File: config.mk
export PLATFORM = sky130hd
export DESIGN_NAME = weighted_color_key_mask
export DESIGN_NICKNAME = d
export VERILOG_FILES = /design/src/sv/wckm_pkg.sv /design/src/sv/wckm_diff.sv /design/src/sv/wckm_dist.sv /design/src/sv/wckm_out.sv /design/src/sv/weighted_color_key_mask.sv
export SDC_FILE = /design/constraint.sdc
export NUM_CORES = 2
export LEC_CHECK = 0
export ABC_CLOCK_PERIOD_IN_PS = 10600
export BUFFER_PORTS_ARGS = -buffer_cell sky130_fd_sc_hd__buf_4
export CAP_MARGIN = 5
export CORE_UTILIZATION = 30
export CTS_CLUSTER_SIZE = 40
export DETAILED_ROUTE_END_ITERATION = 8
export REMOVE_ABC_BUFFERS = 1
export SKIP_LAST_GASP = 1
export SLEW_MARGIN = 15
export SYNTH_ARGS = -nofsm -noshare
export SYNTH_HDL_FRONTEND = slang
export SYNTH_SLANG_ARGS = --single-unit
File: constraint.sdc
create_clock -name clk -period 10.6 [get_ports clk]
set_input_delay 2.12 -clock clk [delete_from_list [all_inputs] [get_ports clk]]
set_output_delay 2.12 -clock clk [all_outputs]
set_load 0.005 [all_outputs]
File: src/sv/wckm_pkg.sv
package wckm_pkg;

  localparam int CHANNEL_BITS_DEF = 8;
  localparam int PIX_W = 24;
  localparam int STAGES = 6;
  localparam int CFG_IDX_W = 3;
  localparam int CFG_DATA_W = 24;

  localparam logic [CFG_IDX_W-1:0] REG_MODE          = 3'd0;
  localparam logic [CFG_IDX_W-1:0] REG_KEY_COLOR     = 3'd1;
  localparam logic [CFG_IDX_W-1:0] REG_REPLACE_COLOR = 3'd2;
  localparam logic [CFG_IDX_W-1:0] REG_THRESHOLD     = 3'd3;
  localparam logic [CFG_IDX_W-1:0] REG_WEIGHT_RED    = 3'd4;
  localparam logic [CFG_IDX_W-1:0] REG_WEIGHT_GREEN  = 3'd5;
  localparam logic [CFG_IDX_W-1:0] REG_WEIGHT_BLUE   = 3'd6;

  localparam logic [1:0] MODE_REPLACE = 2'd0;
  localparam logic [1:0] MODE_EXTRACT = 2'd1;
  localparam logic [1:0] MODE_COMPARE = 2'd2;

  localparam logic [7:0] WEIGHT_RED_RST   = 8'd76;
  localparam logic [7:0] WEIGHT_GREEN_RST = 8'd150;
  localparam logic [7:0] WEIGHT_BLUE_RST  = 8'd29;

  // Square of the 0..255 threshold scale.
  localparam logic [15:0] THR_SCALE_SQ = 16'd65025;

  typedef struct packed {
    logic [PIX_W-1:0] pixel_in;
    logic [PIX_W-1:0] other_pixel;
  } in_item_t;

  typedef struct packed {
    logic [PIX_W-1:0] pixel_out;
    logic             within_res;
  } out_item_t;

  typedef struct packed {
    logic [1:0]       mode;
    logic [PIX_W-1:0] key_color;
    logic [PIX_W-1:0] replace_color;
    logic [7:0]       threshold;
    logic [7:0]       weight_red;
    logic [7:0]       weight_green;
    logic [7:0]       weight_blue;
  } cfg_t;

endpackage

File: src/sv/wckm_diff.sv
module wckm_diff #(
  parameter int CHANNEL_BITS = wckm_pkg::CHANNEL_BITS_DEF
) (
  input  logic                                clk,
  input  logic [1:0]                          en,
  input  wckm_pkg::in_item_t                  in_item,
  input  wckm_pkg::cfg_t                      cfg,
  output logic [2:0][2*CHANNEL_BITS-1:0]      sq,
  output logic [15:0]                         t2,
  output logic [9:0]                          wsum,
  output logic [wckm_pkg::PIX_W-1:0]          px,
  output logic                                eq
);
  import wckm_pkg::*;

  localparam int CB = CHANNEL_BITS;
  localparam int SQW = 2 * CB;
  localparam int EXT_W = (3 * CB > PIX_W) ? 3 * CB : PIX_W;

  logic [PIX_W-1:0]       b_sel;
  logic [EXT_W-1:0]       a_ext;
  logic [EXT_W-1:0]       b_ext;
  logic [2:0][CB-1:0]     ca;
  logic [2:0][CB-1:0]     cb;
  logic [2:0][CB-1:0]     d_nxt;
  logic [2:0][CB-1:0]     d_r;
  logic [PIX_W-1:0]       px0_r;
  logic                   eq0_r;
  logic [2:0][SQW-1:0]    sq_nxt;
  logic [2:0][SQW-1:0]    sq_r;
  logic [15:0]            t2_r;
  logic [9:0]             wsum_r;
  logic [PIX_W-1:0]       px1_r;
  logic                   eq1_r;

  always_comb begin
    b_sel = (cfg.mode == MODE_COMPARE) ? in_item.other_pixel : cfg.key_color;
    a_ext = EXT_W'(in_item.pixel_in);
    b_ext = EXT_W'(b_sel);
    for (int i = 0; i < 3; i++) begin
      ca[i] = a_ext[i*CB +: CB];
      cb[i] = b_ext[i*CB +: CB];
      d_nxt[i] = (ca[i] > cb[i]) ? ca[i] - cb[i] : cb[i] - ca[i];
    end
  end

  always_comb begin
    for (int i = 0; i < 3; i++) begin
      sq_nxt[i] = SQW'(d_r[i]) * SQW'(d_r[i]);
    end
  end

  always_ff @(posedge clk) begin
    if (en[0]) begin
      d_r   <= d_nxt;
      px0_r <= in_item.pixel_in;
      eq0_r <= (in_item.pixel_in == b_sel);
    end
    if (en[1]) begin
      sq_r   <= sq_nxt;
      t2_r   <= 16'(cfg.threshold) * 16'(cfg.threshold);
      wsum_r <= 10'(cfg.weight_red) + 10'(cfg.weight_green) + 10'(cfg.weight_blue);
      px1_r  <= px0_r;
      eq1_r  <= eq0_r;
    end
  end

  assign sq   = sq_r;
  assign t2   = t2_r;
  assign wsum = wsum_r;
  assign px   = px1_r;
  assign eq   = eq1_r;

endmodule

File: src/sv/wckm_dist.sv
module wckm_dist #(
  parameter int CHANNEL_BITS = wckm_pkg::CHANNEL_BITS_DEF
) (
  input  logic                              clk,
  input  logic [2:0]                        en,
  input  wckm_pkg::cfg_t                    cfg,
  input  logic [2:0][2*CHANNEL_BITS-1:0]    sq,
  input  logic [15:0]                       t2,
  input  logic [9:0]                        wsum,
  input  logic [wckm_pkg::PIX_W-1:0]        px_in,
  input  logic                              eq_in,
  output logic [2*CHANNEL_BITS+25:0]        lhs,
  output logic [2*CHANNEL_BITS+25:0]        rhs,
  output logic [wckm_pkg::PIX_W-1:0]        px_out,
  output logic                              eq_out
);
  import wckm_pkg::*;

  localparam int CB = CHANNEL_BITS;
  localparam int SQW = 2 * CB;
  localparam int WPW = SQW + 8;
  localparam int SUMW = WPW + 2;
  localparam int CMPW = SUMW + 16;
  localparam int TSW = 26;
  localparam logic [SQW-1:0] MAX_SQ = SQW'(((1 << CB) - 1) * ((1 << CB) - 1));

  logic [2:0][7:0]      wt;
  logic [2:0][WPW-1:0]  wp_r;
  logic [TSW-1:0]       ts_r;
  logic [PIX_W-1:0]     px2_r;
  logic                 eq2_r;
  logic [SUMW-1:0]      sum_r;
  logic [CMPW-1:0]      rhs3_r;
  logic [PIX_W-1:0]     px3_r;
  logic                 eq3_r;
  logic [CMPW-1:0]      lhs4_r;
  logic [CMPW-1:0]      rhs4_r;
  logic [PIX_W-1:0]     px4_r;
  logic                 eq4_r;

  assign wt[2] = cfg.weight_red;
  assign wt[1] = cfg.weight_green;
  assign wt[0] = cfg.weight_blue;

  always_ff @(posedge clk) begin
    if (en[0]) begin
      for (int i = 0; i < 3; i++) begin
        wp_r[i] <= WPW'(wt[i]) * WPW'(sq[i]);
      end
      ts_r  <= TSW'(t2) * TSW'(wsum);
      px2_r <= px_in;
      eq2_r <= eq_in;
    end
    if (en[1]) begin
      sum_r  <= SUMW'(wp_r[0]) + SUMW'(wp_r[1]) + SUMW'(wp_r[2]);
      rhs3_r <= CMPW'(ts_r) * CMPW'(MAX_SQ);
      px3_r  <= px2_r;
      eq3_r  <= eq2_r;
    end
    if (en[2]) begin
      lhs4_r <= CMPW'(sum_r) * CMPW'(THR_SCALE_SQ);
      rhs4_r <= rhs3_r;
      px4_r  <= px3_r;
      eq4_r  <= eq3_r;
    end
  end

  assign lhs    = lhs4_r;
  assign rhs    = rhs4_r;
  assign px_out = px4_r;
  assign eq_out = eq4_r;

endmodule

File: src/sv/wckm_out.sv
module wckm_out #(
  parameter int CHANNEL_BITS = wckm_pkg::CHANNEL_BITS_DEF
) (
  input  logic                          clk,
  input  logic                          en,
  input  wckm_pkg::cfg_t                cfg,
  input  logic [2*CHANNEL_BITS+25:0]    lhs,
  input  logic [2*CHANNEL_BITS+25:0]    rhs,
  input  logic [wckm_pkg::PIX_W-1:0]    px,
  input  logic                          eq,
  output wckm_pkg::out_item_t           out_item
);
  import wckm_pkg::*;

  localparam int WB = (3 * CHANNEL_BITS < PIX_W) ? 3 * CHANNEL_BITS : PIX_W;
  localparam logic [PIX_W-1:0] WHITE = {PIX_W{1'b1}} >> (PIX_W - WB);

  logic      hit;
  out_item_t res_nxt;
  out_item_t res_r;

  always_comb begin
    hit = (cfg.threshold == 8'd0) ? eq : (lhs <= rhs);
    res_nxt.within_res = hit;
    case (cfg.mode)
      MODE_REPLACE: res_nxt.pixel_out = hit ? cfg.replace_color : px;
      MODE_EXTRACT: res_nxt.pixel_out = hit ? WHITE : '0;
      MODE_COMPARE: res_nxt.pixel_out = hit ? '0 : WHITE;
      default:      res_nxt.pixel_out = px;
    endcase
  end

  always_ff @(posedge clk) begin
    if (en) begin
      res_r <= res_nxt;
    end
  end

  assign out_item = res_r;

endmodule

File: src/sv/weighted_color_key_mask.sv
// Weighted color key and mask unit.
// Input channel: in_valid/in_ready carry one pixel and a second pixel that
// only compare mode uses. Output channel: out_valid/out_ready carry the
// resulting pixel and the match flag, one result for every input transfer.
// The configuration port writes one register per cycle with cfg_we high;
// the user must change registers only while no pixel is in flight; the block
// itself does not enforce this. The datapath is six register stages:
// absolute differences, squares, weighted products, sum and threshold
// scaling, distance scaling, and the final compare and select. One pixel is
// taken every cycle while the output is not stalled.
// Each stage carries its own valid bit and loads whenever it is empty or its
// successor moves, so bubbles close up while the receiver stalls and no data
// is lost or repeated. in_ready drops only when all six stages are full.
// Reset empties the pipeline and loads the register defaults: replace mode,
// black key and replacement colors, threshold zero and weights 76, 150, 29.
module weighted_color_key_mask #(
  parameter int CHANNEL_BITS = wckm_pkg::CHANNEL_BITS_DEF
) (
  input  logic                                clk,
  input  logic                                rst_n,
  input  logic                                in_valid,
  output logic                                in_ready,
  input  wckm_pkg::in_item_t                  in_data,
  output logic                                out_valid,
  input  logic                                out_ready,
  output wckm_pkg::out_item_t                 out_data,
  input  logic                                cfg_we,
  input  logic [wckm_pkg::CFG_IDX_W-1:0]      cfg_index,
  input  logic [wckm_pkg::CFG_DATA_W-1:0]     cfg_data
);
  import wckm_pkg::*;

  localparam int CB = CHANNEL_BITS;

  cfg_t                   cfg_r;
  cfg_t                   cfg_nxt;
  logic [STAGES-1:0]      v_r;
  logic [STAGES-1:0]      v_nxt;
  logic [STAGES-1:0]      stage_en;

  logic [2:0][2*CB-1:0]   sq;
  logic [15:0]            t2;
  logic [9:0]             wsum;
  logic [PIX_W-1:0]       px_a;
  logic                   eq_a;
  logic [2*CB+25:0]       lhs;
  logic [2*CB+25:0]       rhs;
  logic [PIX_W-1:0]       px_b;
  logic                   eq_b;

  always_comb begin
    cfg_nxt = cfg_r;
    if (cfg_we) begin
      case (cfg_index)
        REG_MODE:          cfg_nxt.mode = cfg_data[1:0];
        REG_KEY_COLOR:     cfg_nxt.key_color = cfg_data[PIX_W-1:0];
        REG_REPLACE_COLOR: cfg_nxt.replace_color = cfg_data[PIX_W-1:0];
        REG_THRESHOLD:     cfg_nxt.threshold = cfg_data[7:0];
        REG_WEIGHT_RED:    cfg_nxt.weight_red = cfg_data[7:0];
        REG_WEIGHT_GREEN:  cfg_nxt.weight_green = cfg_data[7:0];
        REG_WEIGHT_BLUE:   cfg_nxt.weight_blue = cfg_data[7:0];
        default:           cfg_nxt = cfg_r;
      endcase
    end
  end

  always_comb begin
    stage_en[STAGES-1] = !v_r[STAGES-1] || out_ready;
    for (int k = STAGES - 2; k >= 0; k--) begin
      stage_en[k] = !v_r[k] || stage_en[k+1];
    end
    v_nxt[0] = stage_en[0] ? in_valid : v_r[0];
    for (int k = 1; k < STAGES; k++) begin
      v_nxt[k] = stage_en[k] ? v_r[k-1] : v_r[k];
    end
  end

  always_ff @(posedge clk) begin
    if (!rst_n) begin
      v_r                 <= '0;
      cfg_r.mode          <= MODE_REPLACE;
      cfg_r.key_color     <= '0;
      cfg_r.replace_color <= '0;
      cfg_r.threshold     <= '0;
      cfg_r.weight_red    <= WEIGHT_RED_RST;
      cfg_r.weight_green  <= WEIGHT_GREEN_RST;
      cfg_r.weight_blue   <= WEIGHT_BLUE_RST;
    end else begin
      v_r   <= v_nxt;
      cfg_r <= cfg_nxt;
    end
  end

  wckm_diff #(.CHANNEL_BITS(CHANNEL_BITS)) u_diff (
    .clk     (clk),
    .en      (stage_en[1:0]),
    .in_item (in_data),
    .cfg     (cfg_r),
    .sq      (sq),
    .t2      (t2),
    .wsum    (wsum),
    .px      (px_a),
    .eq      (eq_a)
  );

  wckm_dist #(.CHANNEL_BITS(CHANNEL_BITS)) u_dist (
    .clk    (clk),
    .en     (stage_en[4:2]),
    .cfg    (cfg_r),
    .sq     (sq),
    .t2     (t2),
    .wsum   (wsum),
    .px_in  (px_a),
    .eq_in  (eq_a),
    .lhs    (lhs),
    .rhs    (rhs),
    .px_out (px_b),
    .eq_out (eq_b)
  );

  wckm_out #(.CHANNEL_BITS(CHANNEL_BITS)) u_out (
    .clk      (clk),
    .en       (stage_en[STAGES-1]),
    .cfg      (cfg_r),
    .lhs      (lhs),
    .rhs      (rhs),
    .px       (px_b),
    .eq       (eq_b),
    .out_item (out_data)
  );

  assign in_ready  = stage_en[0];
  assign out_valid = v_r[STAGES-1];

`ifndef ASSERT_OFF
  a_stall_only_when_full: assert property (@(posedge clk) disable iff (!rst_n)
    !in_ready |-> (v_r == '1))
    else $error("input stalled while a pipeline stage was empty");

  a_transfer_enters: assert property (@(posedge clk) disable iff (!rst_n)
    in_valid && in_ready |=> v_r[0])
    else $error("accepted transfer did not reach the first stage");

  a_drain_frees_input: assert property (@(posedge clk) disable iff (!rst_n)
    out_valid && out_ready |-> in_ready)
    else $error("output transfer did not free the input");
`endif

endmodule

==> results.json <==
{
  "status": "completed",
  "insertion_delay_ps": 670,
  "row_count": 159,
  "critPathBufInv": 2,
  "path_cells": "fa_1 > fa_1 > fa_1 > fa_1 > inv_1 > fa_1 > inv_1 > ha_1 > ha_1 > o21a_1 > o21ai_0 > o21bai_1 > a31oi_1 > o21ai_1 > a31oi_1 > nor3_1 > a31o_2 > a31oi_1 > xnor2_1",
  "numCtsBuffers": 69,
  "arrival_ps": 6470,
  "clock-root-buffer": "clkbuf_16",
  "hold_viol": 0,
  "die_x_um": 438,
  "fin_tns_setup_ps": 0,
  "wl_per_cell_um": 15.3,
  "drive_gt1_share_pct": 5.00,
  "initial_core_util_pct": 30.3,
  "synth_area_um2": 57100,
  "dieArea_um2": 192000,
  "instances_no_fill": 8016,
  "critical_path.most_common_cell": "fa_1",
  "worstMarginPinSlew_ps": 1110,
  "cp_top_family": "adder cells",
  "path_clk_slew_ps": 60,
  "dpl.cell_count": 7889,
  "yosysMostFrequentCell": "inv_1",
  "endpoint_kind": "flip-flop",
  "io_pins": 107,
  "overflow": 0,
  "synth.area.top_cells": "edfxtp_1, fa_1, ha_1, inv_1, nand2_1",
  "cts_resized": 0,
  "critPathMaxFanout": 5,
  "grt_first_pass_wirelength_um": 201000,
  "async_flop_share_pct": 0,
  "io_buffers": 106,
  "wl_um": 122000,
  "grt_antenna_before_repair": 4,
  "firstDrtPassIters": 5,
  "ant_nets": 0,
  "cts.htree.levels": 3,
  "gp_congestion": 0.858,
  "synthesis.instances": 5372,
  "ys.warnings.count": 0,
  "path_class": "reg2reg",
  "synth_common_cells": "inv_1, ha_1, fa_1",
  "max_freq_mhz": 164,
  "yosysSeqAreaShare_pct": 29.0,
  "synth_ff_type": "edfxtp_1",
  "worst_hold_path_type": "reg2reg",
  "fin_area_um2": 63100,
  "cts_tree": "done",
  "vias_per_cell": 4.59,
  "clock_sinks": 582,
  "finalMaxSlewViolations": 0,
  "critPathLaunchType": "flip-flop",
  "critPathRequiredTime_ps": 10990,
  "grt_pass1_vias": 38700,
  "synth_top_area_share_pct": 26.0,
  "skew_ps": 40.4,
  "core_area_um2": 188000,
  "max-slew-margin-rel_pct": 25.6,
  "ctsHoldBuffers": 0,
  "hpwlAfterDp_um": 97700,
  "cts_setup_buffers": 0,
  "post-route-min-period_ps": 6090,
  "yosys.area.top_type": "edfxtp_1",
  "syn_area_per_cell_um2": 10.6,
  "period_share_pct": 57.4,
  "drv_cap": 0,
  "nNetsFinal": 6944,
  "fp.dieH_um": 438,
  "max_stage_delay_ps": 610,
  "drt_iter0_markers": 1891,
  "rsz0062_at_grt": "false",
  "drcViolationCount": 0,
  "crit_slowest_cell": "fa_1",
  "ys_seq_elements": 582,
  "clk_path_buf_depth": 3,
  "area_delta_synth_final_pct": 10.5,
  "synth_cell_types": 81,
  "vias": 36800,
  "grt_max_degree": 89,
  "track_usage_pct": 12.9,
  "setup-violations-final": 0,
  "placed_area_um2": 60800,
  "synth_edf_count": 494
}
[sequential cells by signal, summed over array words and instances (netlist names), 15 cells and up]
name,count
cfg_r,82
u_dist.wp_r,72
u_diff.sq,45
u_dist.lhs,42
u_dist.rhs3_r,42
u_dist.rhs,42
u_dist.sum_r,26
u_dist.ts_r,26
u_out.out_item,25
u_diff.d_r,24
u_diff.px0_r,24
u_diff.px,24
u_dist.px2_r,24
u_dist.px3_r,24
u_dist.px_out,24
u_diff.t2,15
[cells in the final DEF, fill, tap and decap left out, types with 26 or more instances in the layout]
| master | synthesis | layout |
|---|---|---|
| nor2b_1 | 52 | 51 |
| clkbuf_16 | 0 | 71 |
| nand3_1 | 35 | 34 |
| dfxtp_1 | 88 | 88 |
| nor3_1 | 50 | 50 |
| o21a_1 | 62 | 62 |
| nand2_1 | 567 | 565 |
| a21o_1 | 101 | 101 |
| ha_1 | 730 | 730 |
| xor2_1 | 65 | 65 |
| nand2b_1 | 35 | 35 |
| nand4_1 | 26 | 26 |
| nor2_1 | 159 | 156 |
| xnor2_1 | 211 | 211 |
| o21ai_1 | 37 | 37 |
| a21boi_0 | 72 | 72 |
| fa_1 | 669 | 669 |
| inv_1 | 883 | 881 |
| buf_4 | 0 | 124 |
| and2_1 | 319 | 319 |
| mux2i_1 | 29 | 29 |
| edfxtp_1 | 494 | 494 |
| o211ai_1 | 35 | 35 |
| o21ai_0 | 85 | 85 |
| a21oi_1 | 214 | 214 |
| o21bai_1 | 40 | 40 |
[cell families after synthesis]
family                     count (synthesis)  share of synthesized area (%)
adders and majority gates               1399                           39.4
and+or+nand+nor                         1294                           10.8
buffers and inverters                    995                           6.54
AOI/OAI and AO/OA                        772                           8.92
DFF                                      582                           29.0
xor gates and xnor gates                 276                           4.23
muxes                                     52                          0.961
other                                      2                         0.0131
[worst paths after layout]
check	slack, ps	endpoint	from	depth (start not counted)
max	4510	u_dist.lhs[38]	u_dist.sum_r[0]	19
min	400	u_diff.px[8]	u_diff.px0_r[8]	0
max reg2reg	4510	u_dist.lhs[38]	u_dist.sum_r[0]	19
min reg2reg	400	u_diff.px[8]	u_diff.px0_r[8]	0
[cell type report]
cell class,count,area [um2]
Fill cell,19000,125000
Multi-Input combinational cell,3804,36900
Sequential cell,582,16600
Inverter,884,3320
Tap cell,2495,3120
Clock buffer,92,1900
Timing Repair Buffer,124,931
Clock inverter,34,390
Antenna cell,1,2.50
[stage by stage]
stage	setup WS (ps)	hold slack, ps	utilization (%)
after floorplan	4560	400	-
after global placement	4610	401	32.3
after detailed placement	4530	405	32.3
after CTS	4510	401	33.5
after global routing	4030	408	33.5
final	4510	399	33.5
[metal layers]
metal	track usage, %	routed length [um]	vias to the layer above
met5	0	42	-
met4	3.01	2440	6
met3	2.05	5340	156
met2	21.3	56700	665
met1	17.5	57800	18100
li1	-	-	17900
Power is left out: the tool's default activity adds up to more than one toggle a clock period on the data nets, which glitch-free logic cannot reach.
